`config.mk`:
```
export PLATFORM = sky130hd
export DESIGN_NAME = key_value_text_tokenizer_top
export DESIGN_NICKNAME = d
export VERILOG_FILES = /design/src/sv/kvt_pkg.sv /design/src/sv/kvt_step.sv /design/src/sv/kvt_out_buf.sv /design/src/sv/key_value_text_tokenizer_top.sv
export VERILOG_INCLUDE_DIRS = /design/src /design/src/sv
export SDC_FILE = /design/constraint.sdc
export NUM_CORES = 1
export LEC_CHECK = 0
export ABC_AREA = 1
export ABC_CLOCK_PERIOD_IN_PS = 3400
export BUFFER_PORTS_ARGS = -buffer_cell sky130_fd_sc_hd__buf_2
export CAP_MARGIN = 15
export CORE_ASPECT_RATIO = 1.25
export CORE_MARGIN = 4
export CORE_UTILIZATION = 60
export CTS_CLUSTER_DIAMETER = 60
export DETAILED_ROUTE_END_ITERATION = 8
export PLACE_DENSITY = 0.86
export SLEW_MARGIN = 20
export SYNTH_ARGS = -nofsm -noshare
export SYNTH_HDL_FRONTEND = slang
export SYNTH_SLANG_ARGS = --single-unit
export TNS_END_PERCENT = 30
```
`constraint.sdc`:
```
create_clock -name clk -period 3.4 [get_ports clk]
set_input_delay 0.68 -clock clk [delete_from_list [all_inputs] [get_ports clk]]
set_output_delay 0.68 -clock clk [all_outputs]
set_load 0.005 [all_outputs]
```
`src/sv/assert_macros.svh`:
```
// ----------------------------------------------------------------------------
// assert_macros.svh
// Concurrent assertion helpers used by the kvt_out_buf module
// ----------------------------------------------------------------------------
`ifndef ASSERT_MACROS_SVH
`define ASSERT_MACROS_SVH

`ifndef ASSERT_OFF

// condition holds at every rising clock edge outside reset
`define KVT_ASSERT(lbl, clk, rst, cond) \
  lbl: assert property (@(posedge clk) disable iff (rst) (cond)) \
    else $error("assertion failed");

// antecedent in one cycle implies consequent in the next
`define KVT_ASSERT_NEXT(lbl, clk, rst, ante, cons) \
  lbl: assert property (@(posedge clk) disable iff (rst) (ante) |=> (cons)) \
    else $error("assertion failed");

`else

`define KVT_ASSERT(lbl, clk, rst, cond)
`define KVT_ASSERT_NEXT(lbl, clk, rst, ante, cons)

`endif

`endif

```
`src/sv/kvt_pkg.sv`:
```
`timescale 1ns / 1ps
// ----------------------------------------------------------------------------
// kvt_pkg
// Types, codes and character classes of the key/value text tokenizer
// ----------------------------------------------------------------------------
package kvt_pkg;

  // parser modes
  localparam logic [2:0] MODE_KEY   = 3'd0;
  localparam logic [2:0] MODE_TAB   = 3'd1;
  localparam logic [2:0] MODE_VALUE = 3'd2;
  localparam logic [2:0] MODE_NL    = 3'd3;
  localparam logic [2:0] MODE_HALT  = 3'd4;

  // event kinds
  localparam logic [2:0] EV_KEY_BYTE = 3'd0;
  localparam logic [2:0] EV_KEY_END  = 3'd1;
  localparam logic [2:0] EV_VAL_BYTE = 3'd2;
  localparam logic [2:0] EV_VAL_END  = 3'd3;
  localparam logic [2:0] EV_ERROR    = 3'd4;
  localparam logic [2:0] EV_CLEAN    = 3'd5;

  // error kinds
  localparam logic [2:0] ER_MISSING_EQ = 3'd0;
  localparam logic [2:0] ER_EQ_NO_KEY  = 3'd1;
  localparam logic [2:0] ER_TRAILING   = 3'd2;
  localparam logic [2:0] ER_NO_VALUE   = 3'd3;
  localparam logic [2:0] ER_INVALID    = 3'd4;

  // characters
  localparam logic [7:0] CH_TAB   = 8'h09;
  localparam logic [7:0] CH_NL    = 8'h0A;
  localparam logic [7:0] CH_CR    = 8'h0D;
  localparam logic [7:0] CH_SPACE = 8'h20;
  localparam logic [7:0] CH_EQ    = 8'h3D;
  localparam logic [7:0] CH_PLUS  = 8'h2B;
  localparam logic [7:0] CH_UNDER = 8'h5F;
  localparam logic [7:0] CH_DASH  = 8'h2D;
  localparam logic [7:0] CH_NONE  = 8'h00;

  // most events one byte can cause
  localparam int unsigned MAX_EVENTS = 3;

  typedef struct packed {
    logic [7:0] data_byte;
    logic       start_of_file;
    logic       end_of_file;
  } in_item_t;

  typedef struct packed {
    logic [2:0] event_kind;
    logic [7:0] byte_out;
    logic [2:0] error_kind;
    logic       last_of_run;
  } out_item_t;

  // one event before the run marker is attached
  typedef struct packed {
    logic [2:0] kind;
    logic [7:0] data;
    logic [2:0] err;
  } ev_t;

  typedef struct packed {
    logic [2:0] mode;
    logic       key_started;
    logic       blank_after_key;
    logic       equals_seen;
  } parse_state_t;

  localparam parse_state_t STATE_RESET = '{
    mode: MODE_KEY, key_started: 1'b0, blank_after_key: 1'b0, equals_seen: 1'b0};

  function automatic ev_t make_ev(logic [2:0] kind, logic [7:0] data, logic [2:0] err);
    ev_t e;
    e.kind = kind;
    e.data = data;
    e.err  = err;
    return e;
  endfunction

  function automatic logic is_blank(logic [7:0] c);
    return (c == CH_TAB) || (c == CH_SPACE);
  endfunction

  function automatic logic is_space(logic [7:0] c);
    return (c == CH_SPACE) || ((c >= CH_TAB) && (c <= CH_CR));
  endfunction

  function automatic logic is_key_char(logic [7:0] c);
    return ((c >= 8'h30) && (c <= 8'h39)) || ((c >= 8'h41) && (c <= 8'h5A)) ||
           ((c >= 8'h61) && (c <= 8'h7A)) || (c == CH_UNDER) || (c == CH_DASH);
  endfunction

endpackage

```
`src/sv/kvt_step.sv`:
```
`timescale 1ns / 1ps
// ----------------------------------------------------------------------------
// kvt_step
// Next parser state and the up to three events caused by one input byte
// ----------------------------------------------------------------------------
module kvt_step (
  input  kvt_pkg::parse_state_t state,
  input  kvt_pkg::in_item_t     item,
  output kvt_pkg::parse_state_t state_next,
  output kvt_pkg::ev_t          events [kvt_pkg::MAX_EVENTS],
  output logic [1:0]            event_count
);
  import kvt_pkg::*;

  logic [7:0]   c;
  parse_state_t s;
  logic [1:0]   n;
  logic         do_key_line;

  assign c = item.data_byte;

  always_comb begin
    s           = item.start_of_file ? STATE_RESET : state;
    n           = 2'd0;
    do_key_line = 1'b0;
    for (int i = 0; i < MAX_EVENTS; i++) begin
      events[i] = make_ev(EV_CLEAN, CH_NONE, ER_MISSING_EQ);
    end

    // per-mode handling of the byte
    unique case (s.mode)
      MODE_KEY: begin
        do_key_line = 1'b1;
      end
      MODE_TAB: begin
        if (c == CH_TAB) begin
          events[n] = make_ev(EV_KEY_END, CH_NONE, ER_MISSING_EQ);
          n = n + 2'd1;
          s = STATE_RESET;
          s.mode = MODE_VALUE;
        end else begin
          events[n] = make_ev(EV_ERROR, CH_NONE, ER_NO_VALUE);
          n = n + 2'd1;
          s.mode = MODE_HALT;
        end
      end
      MODE_VALUE: begin
        if (c == CH_NL) begin
          s.mode = MODE_NL;
        end else begin
          events[n] = make_ev(EV_VAL_BYTE, c, ER_MISSING_EQ);
          n = n + 2'd1;
        end
      end
      MODE_NL: begin
        if (c == CH_TAB) begin
          events[n] = make_ev(EV_VAL_BYTE, CH_NL, ER_MISSING_EQ);
          n = n + 2'd1;
          s.mode = MODE_VALUE;
        end else if (c == CH_PLUS) begin
          s.mode = MODE_VALUE;
        end else begin
          // value ends, this byte opens the next key line
          events[n] = make_ev(EV_VAL_END, CH_NONE, ER_MISSING_EQ);
          n = n + 2'd1;
          s = STATE_RESET;
          do_key_line = 1'b1;
        end
      end
      default: begin
        s.mode = MODE_HALT;
      end
    endcase

    // key line byte
    if (do_key_line) begin
      if (c == CH_NL) begin
        if (s.equals_seen) begin
          s.mode = MODE_TAB;
        end else if (s.key_started) begin
          events[n] = make_ev(EV_ERROR, CH_NONE, ER_MISSING_EQ);
          n = n + 2'd1;
          s.mode = MODE_HALT;
        end
      end else if (c == CH_EQ) begin
        s.blank_after_key = 1'b0;
        s.equals_seen     = 1'b1;
        if (!s.key_started) begin
          events[n] = make_ev(EV_ERROR, CH_NONE, ER_EQ_NO_KEY);
          n = n + 2'd1;
          s.mode = MODE_HALT;
        end
      end else if (s.blank_after_key && !is_blank(c)) begin
        events[n] = make_ev(EV_ERROR, CH_NONE, ER_MISSING_EQ);
        n = n + 2'd1;
        s.mode = MODE_HALT;
      end else if (s.equals_seen && !is_blank(c)) begin
        events[n] = make_ev(EV_ERROR, CH_NONE, ER_TRAILING);
        n = n + 2'd1;
        s.mode = MODE_HALT;
      end else if (s.key_started && is_blank(c) && !s.equals_seen) begin
        s.blank_after_key = 1'b1;
      end else if (is_space(c)) begin
        // white space skipped
      end else if (!is_key_char(c)) begin
        events[n] = make_ev(EV_ERROR, CH_NONE, ER_INVALID);
        n = n + 2'd1;
        s.mode = MODE_HALT;
      end else begin
        s.key_started = 1'b1;
        events[n] = make_ev(EV_KEY_BYTE, c, ER_MISSING_EQ);
        n = n + 2'd1;
      end
    end

    // end of input
    if (item.end_of_file) begin
      case (s.mode)
        MODE_KEY: begin
          if (s.equals_seen) begin
            events[n] = make_ev(EV_ERROR, CH_NONE, ER_NO_VALUE);
          end else if (s.blank_after_key || s.key_started) begin
            events[n] = make_ev(EV_ERROR, CH_NONE, ER_MISSING_EQ);
          end else begin
            events[n] = make_ev(EV_CLEAN, CH_NONE, ER_MISSING_EQ);
          end
          n = n + 2'd1;
          s.mode = MODE_HALT;
        end
        MODE_TAB: begin
          events[n] = make_ev(EV_ERROR, CH_NONE, ER_NO_VALUE);
          n = n + 2'd1;
          s.mode = MODE_HALT;
        end
        MODE_VALUE, MODE_NL: begin
          events[n] = make_ev(EV_VAL_END, CH_NONE, ER_MISSING_EQ);
          n = n + 2'd1;
          events[n] = make_ev(EV_CLEAN, CH_NONE, ER_MISSING_EQ);
          n = n + 2'd1;
          s.mode = MODE_HALT;
        end
        default: begin
        end
      endcase
    end
  end

  assign state_next  = s;
  assign event_count = n;

endmodule

```
`src/sv/kvt_out_buf.sv`:
```
`timescale 1ns / 1ps
// ----------------------------------------------------------------------------
// kvt_out_buf
// Holds the events of one byte and hands them out one item per cycle while event_ready is high
// ----------------------------------------------------------------------------
module kvt_out_buf (
  input  logic                clk,
  input  logic                rst,
  input  logic                load,
  input  kvt_pkg::ev_t        events [kvt_pkg::MAX_EVENTS],
  input  logic [1:0]          event_count,
  output logic                can_load,
  output logic                event_valid,
  input  logic                event_ready,
  output kvt_pkg::out_item_t  event_item
);
  import kvt_pkg::*;

  ev_t        grp [MAX_EVENTS];
  logic [1:0] grp_count;
  logic [1:0] grp_ptr;
  logic       grp_valid;
  logic       at_last;
  logic       pop;

  assign at_last  = (grp_ptr == grp_count - 2'd1);
  assign pop      = grp_valid && event_ready;
  assign can_load = !grp_valid || (pop && at_last);

  // control
  always_ff @(posedge clk) begin
    if (rst) begin
      grp_valid <= 1'b0;
      grp_ptr   <= 2'd0;
      grp_count <= 2'd0;
    end else if (load && can_load && (event_count != 2'd0)) begin
      grp_valid <= 1'b1;
      grp_ptr   <= 2'd0;
      grp_count <= event_count;
    end else if (pop) begin
      if (at_last) begin
        grp_valid <= 1'b0;
      end else begin
        grp_ptr <= grp_ptr + 2'd1;
      end
    end
  end

  // payload
  always_ff @(posedge clk) begin
    if (load && can_load) begin
      grp <= events;
    end
  end

  // output selection
  always_comb begin
    event_item.event_kind  = grp[grp_ptr].kind;
    event_item.byte_out    = grp[grp_ptr].data;
    event_item.error_kind  = grp[grp_ptr].err;
    event_item.last_of_run = at_last;
  end
  assign event_valid = grp_valid;

`include "assert_macros.svh"

  `KVT_ASSERT(a_count_nonzero, clk, rst, !grp_valid || (grp_count != 2'd0))
  `KVT_ASSERT(a_ptr_in_group, clk, rst, !grp_valid || (grp_ptr < grp_count))
  `KVT_ASSERT_NEXT(a_group_continues, clk, rst, pop && !at_last, grp_valid && (grp_ptr != 2'd0))

endmodule

```
`src/sv/key_value_text_tokenizer_top.sv`:
```
`timescale 1ns / 1ps
// ----------------------------------------------------------------------------
// key_value_text_tokenizer_top
// Byte stream tokenizer for key lines with tab-indented value lines
// ----------------------------------------------------------------------------
// One text byte is taken per cycle, while byte_ready is high, into an input
// register; from there the parser state and the byte's events (none to
// three) are decoded into an event group register that hands out one event
// item per cycle while event_ready is high. A byte that causes several
// events holds the event port until the last is taken, as there is a
// single event output. A byte's first event leaves the event group register
// after the byte has passed the input register. The input register takes
// one more byte while the event port is stalled. An error or clean end
// halts the parser until a byte with start_of_file set arrives.
module key_value_text_tokenizer_top (
  input  logic                clk,
  input  logic                rst,
  input  logic                byte_valid,
  output logic                byte_ready,
  input  kvt_pkg::in_item_t   byte_item,
  output logic                event_valid,
  input  logic                event_ready,
  output kvt_pkg::out_item_t  event_item
);
  import kvt_pkg::*;

  in_item_t     in_reg;
  logic         in_full;
  parse_state_t state;
  parse_state_t state_next;
  ev_t          events [MAX_EVENTS];
  logic [1:0]   event_count;
  logic         can_load;
  logic         move;

  assign move       = in_full && can_load;
  assign byte_ready = !in_full || move;

  // input register
  always_ff @(posedge clk) begin
    if (rst) begin
      in_full <= 1'b0;
    end else if (byte_valid && byte_ready) begin
      in_full <= 1'b1;
    end else if (move) begin
      in_full <= 1'b0;
    end
  end

  always_ff @(posedge clk) begin
    if (byte_valid && byte_ready) begin
      in_reg <= byte_item;
    end
  end

  // parser state advances as each item is decoded
  always_ff @(posedge clk) begin
    if (rst) begin
      state <= STATE_RESET;
    end else if (move) begin
      state <= state_next;
    end
  end

  kvt_step u_step (
    .state       (state),
    .item        (in_reg),
    .state_next  (state_next),
    .events      (events),
    .event_count (event_count)
  );

  kvt_out_buf u_out_buf (
    .clk         (clk),
    .rst         (rst),
    .load        (move),
    .events      (events),
    .event_count (event_count),
    .can_load    (can_load),
    .event_valid (event_valid),
    .event_ready (event_ready),
    .event_item  (event_item)
  );

endmodule

```
==> results.py <==
metrics = {
    "worst_hold_path": {
        "hold_path_class": "reg -> reg",
    },
    "power": {
        "power.total_w": 0.001474,
        "powerDensity_mw_per_mm2": 364.9,
        "leakagePower_nw": 1.792,
        "vdd_drop_max_mv": 0.1870,
    },
    "global_route": {
        "track_usage": 0.2482,
        "overflow": 0,
        "grt_max_degree": 40,
        "grt_pass1_vias": 2978,
        "grt_pass1_wl_mm": 14.12,
        "antenna_found_initial": 0,
    },
    "routing": {
        "highest_layer": "met4",
        "ant_nets": 0,
        "wl_met1_mm": 3.855,
        "drt_iter0_drc": 393,
        "wl_mm": 8.948,
        "wl_met2_mm": 4.332,
        "wl_met3_um": 623,
        "drc": 0,
        "viasPerCell": 5.811,
        "wl_per_cell_um": 15.35,
        "vias": 3388,
        "drt_pass1_iterations": 6,
    },
    "setup_path": {
        "cp_max_fo": 7,
        "worstSetupPathType": "reg -> reg",
        "endpoint_kind": "flip-flop",
        "required_ns": 3.48,
        "cp.arrival_ns": 3.28,
        "startpoint_type": "flip-flop",
    },
    "floorplan": {
        "core-area_mm2": 0.005555,
        "die_h_um": 93.69,
        "die_w_um": 76.55,
        "io_pins": 31,
        "initial_utilization": 0.6345,
        "num_rows": 30,
        "die_area_mm2": 0.007172,
    },
    "finish": {
        "layout.nets": 541,
        "antenna_cells": 0,
        "instances_no_fill": 583,
        "utilization": 0.7273,
        "largest_reg_flops": 32,
        "area_growth_pct": 14.63,
        "drive_gt1_frac": 0.2062,
        "num-fill-cells": 433,
    },
    "clocking": {
        "numCtsBuffers": 5,
        "h-tree-depth": 2,
        "cts_tree": "done",
        "clk_latency_ns": 0.31,
        "cts_hold_buf": 0,
        "cts_buffer_depth": 2,
        "cts_root_buf": "clkbuf_8",
        "path_clk_slew_ns": 0.10,
        "cts_sinks": 54,
    },
    "timing": {
        "setup_violations": 0,
        "relSlewSlack": 0.6101,
        "fmax_ghz": 0.3126,
        "finalClockSkew_ns": 0.005544,
        "tns_ns": 0,
        "finalWorstSetupSlack_ns": 0.2009,
        "finalHoldViolCount": 0,
        "timing.final.crit_period_ns": 3.199,
        "timing.final.crit_share": 0.9409,
        "worst_pin_slew_ns": 0.5800,
        "maxSlewViolCount": 0,
        "rsz0062_at_grt": "true",
    },
    "yosys": {
        "synth_area_mm2": 0.003525,
        "syn_nets": 486,
        "synth.top_cells.by_count": "nand2_1, nor2_1, inv_1, o21ai_0, edfxtp_1",
        "ys_async_sr_fraction": 0,
        "synth_top_area_cell": "edfxtp_1",
        "ys_seq_area_frac": 0.4260,
        "synth_ff_type": "edfxtp_1",
        "ys_ff_latch": 54,
        "syn_inst": 463,
        "yosysWarningCount": 0,
        "syn_avg_cell_area_um2": 7.613,
        "synth_edf_count": 42,
        "ys_types": 43,
        "synth_top_area_share": 0.3578,
        "yosys.cell_count.top_type": "nand2_1",
        "yosys-top-cells-area": "edfxtp_1, nand2_1, dfxtp_1, nor2_1, inv_1",
    },
    "placed_design": {
        "dp_slack_ns": 0.1515,
        "gp_congestion": 1.063,
        "io_buffers": 30,
        "dpl.cell_count": 568,
        "hpwl_mm": 6.830,
    },
    "flow_run": {
        "maxCapViolCount": 0,
    },
    "status": {
        "outcome": "finished, final reports clean",
    },
}
==> worst max-delay path: stages (launching register included) <==
cell and delay (ns):
edfxtp_1 0.45, inv_2 0.11, nand2_2 0.09, nor2_4 0.17, nand2_2 0.11, nand2_1 0.10
nand2_2 0.07, nor2_4 0.20, nor2_8 0.06, inv_2 0.07, ha_1 0.24, inv_1 0.06
nand2_1 0.06, a21oi_2 0.14, nand2_1 0.11, ha_1 0.24, inv_1 0.07, nor2_1 0.04
o21ai_1 0.22, inv_2 0.13, o22ai_1 0.16, inv_1 0.05
==> logic make-up after synthesis <==
family | share of synthesized area
simple gates | 0.2861
fa+ha+maj | 0.03195
xor+xnor | 0.004971
other cells | 0.001064
flops | 0.4260
buf+inv | 0.08626
compound gates | 0.1637
==> layer usage <==
metal	global-route usage	vias to the layer above
li1	-	1666
met1	0.3241	1533
met2	0.4274	172
met3	0.03839	17
met4	0.07251	0
met5	0	-
==> layout by cell type, fill, tap and decap left out, drive strengths merged <==
master	Yosys	layout
inv	70	71
nand3	25	25
nor4	3	3
edfxtp	42	42
a32oi	1	1
a41oi	4	4
clkinvlp	0	1
clkbuf	4	5
xor2	1	1
ha	9	9
nand4	7	7
o31ai	2	2
or2	1	1
o22ai	5	5
a31oi	5	5
xnor2	1	1
a211oi	1	1
nand2	91	91
clkinv	0	1
nor2	74	74
a21boi	2	2
o21a	1	1
a21oi	25	25
nor3b	1	1
conb	1	1
o21ai	48	48
o211ai	3	3
o2111ai	2	2
buf	5	57
nor3	17	17
dfxtp	12	12
==> where the power goes <==
group	internal (W)	switching (W)
Sequential	0.000762	0.0000222
Clock	0.000149	0.000221
Combinational	0.000113	0.000208
==> metrics by stage <==
step,cell area (µm²),hold slack [ns]
finish,4040,0.4900
global route,4040,0.5112
CTS,3958,0.4932
detailed placement,3864,0.4781
global placement,3864,0.4691
floorplan,3525,0.4536
==> final cells by class <==
cell class              count  area [µm²]  area share
clock inverters             3       25.02    0.006194
repair buffers             57       352.8     0.08733
inverters                  70       262.8     0.06504
clock buffers               5       68.82     0.01703
multi-input cells         330        1749      0.4330
flip-flops and latches     54        1501      0.3716
well taps                  64       80.08     0.01982
==> path summary, 6_finish.rpt <==
kind	cells after the start	slack (ns)	endpoint	from
hold reg to reg	2	0.49	u_out_buf.grp_count[1]$_SDFFE_PP0P_	u_out_buf.grp_count[1]$_SDFFE_PP0P_
setup reg to reg	21	0.20	u_out_buf.grp[39]$_DFFE_PP_	in_reg[8]$_DFFE_PP_
setup / recovery	21	0.20	u_out_buf.grp[39]$_DFFE_PP_	in_reg[8]$_DFFE_PP_
hold / removal	2	0.49	u_out_buf.grp_count[1]$_SDFFE_PP0P_	u_out_buf.grp_count[1]$_SDFFE_PP0P_
==> timing repair <==
action / 4_1_cts / 5_1_grt
buffers inserted: 0 / 7
setup endpoints to repair: 0 / 27
gates resized for setup: 0 / 8
No activity file was read; power rests on OpenSTA's default activity.
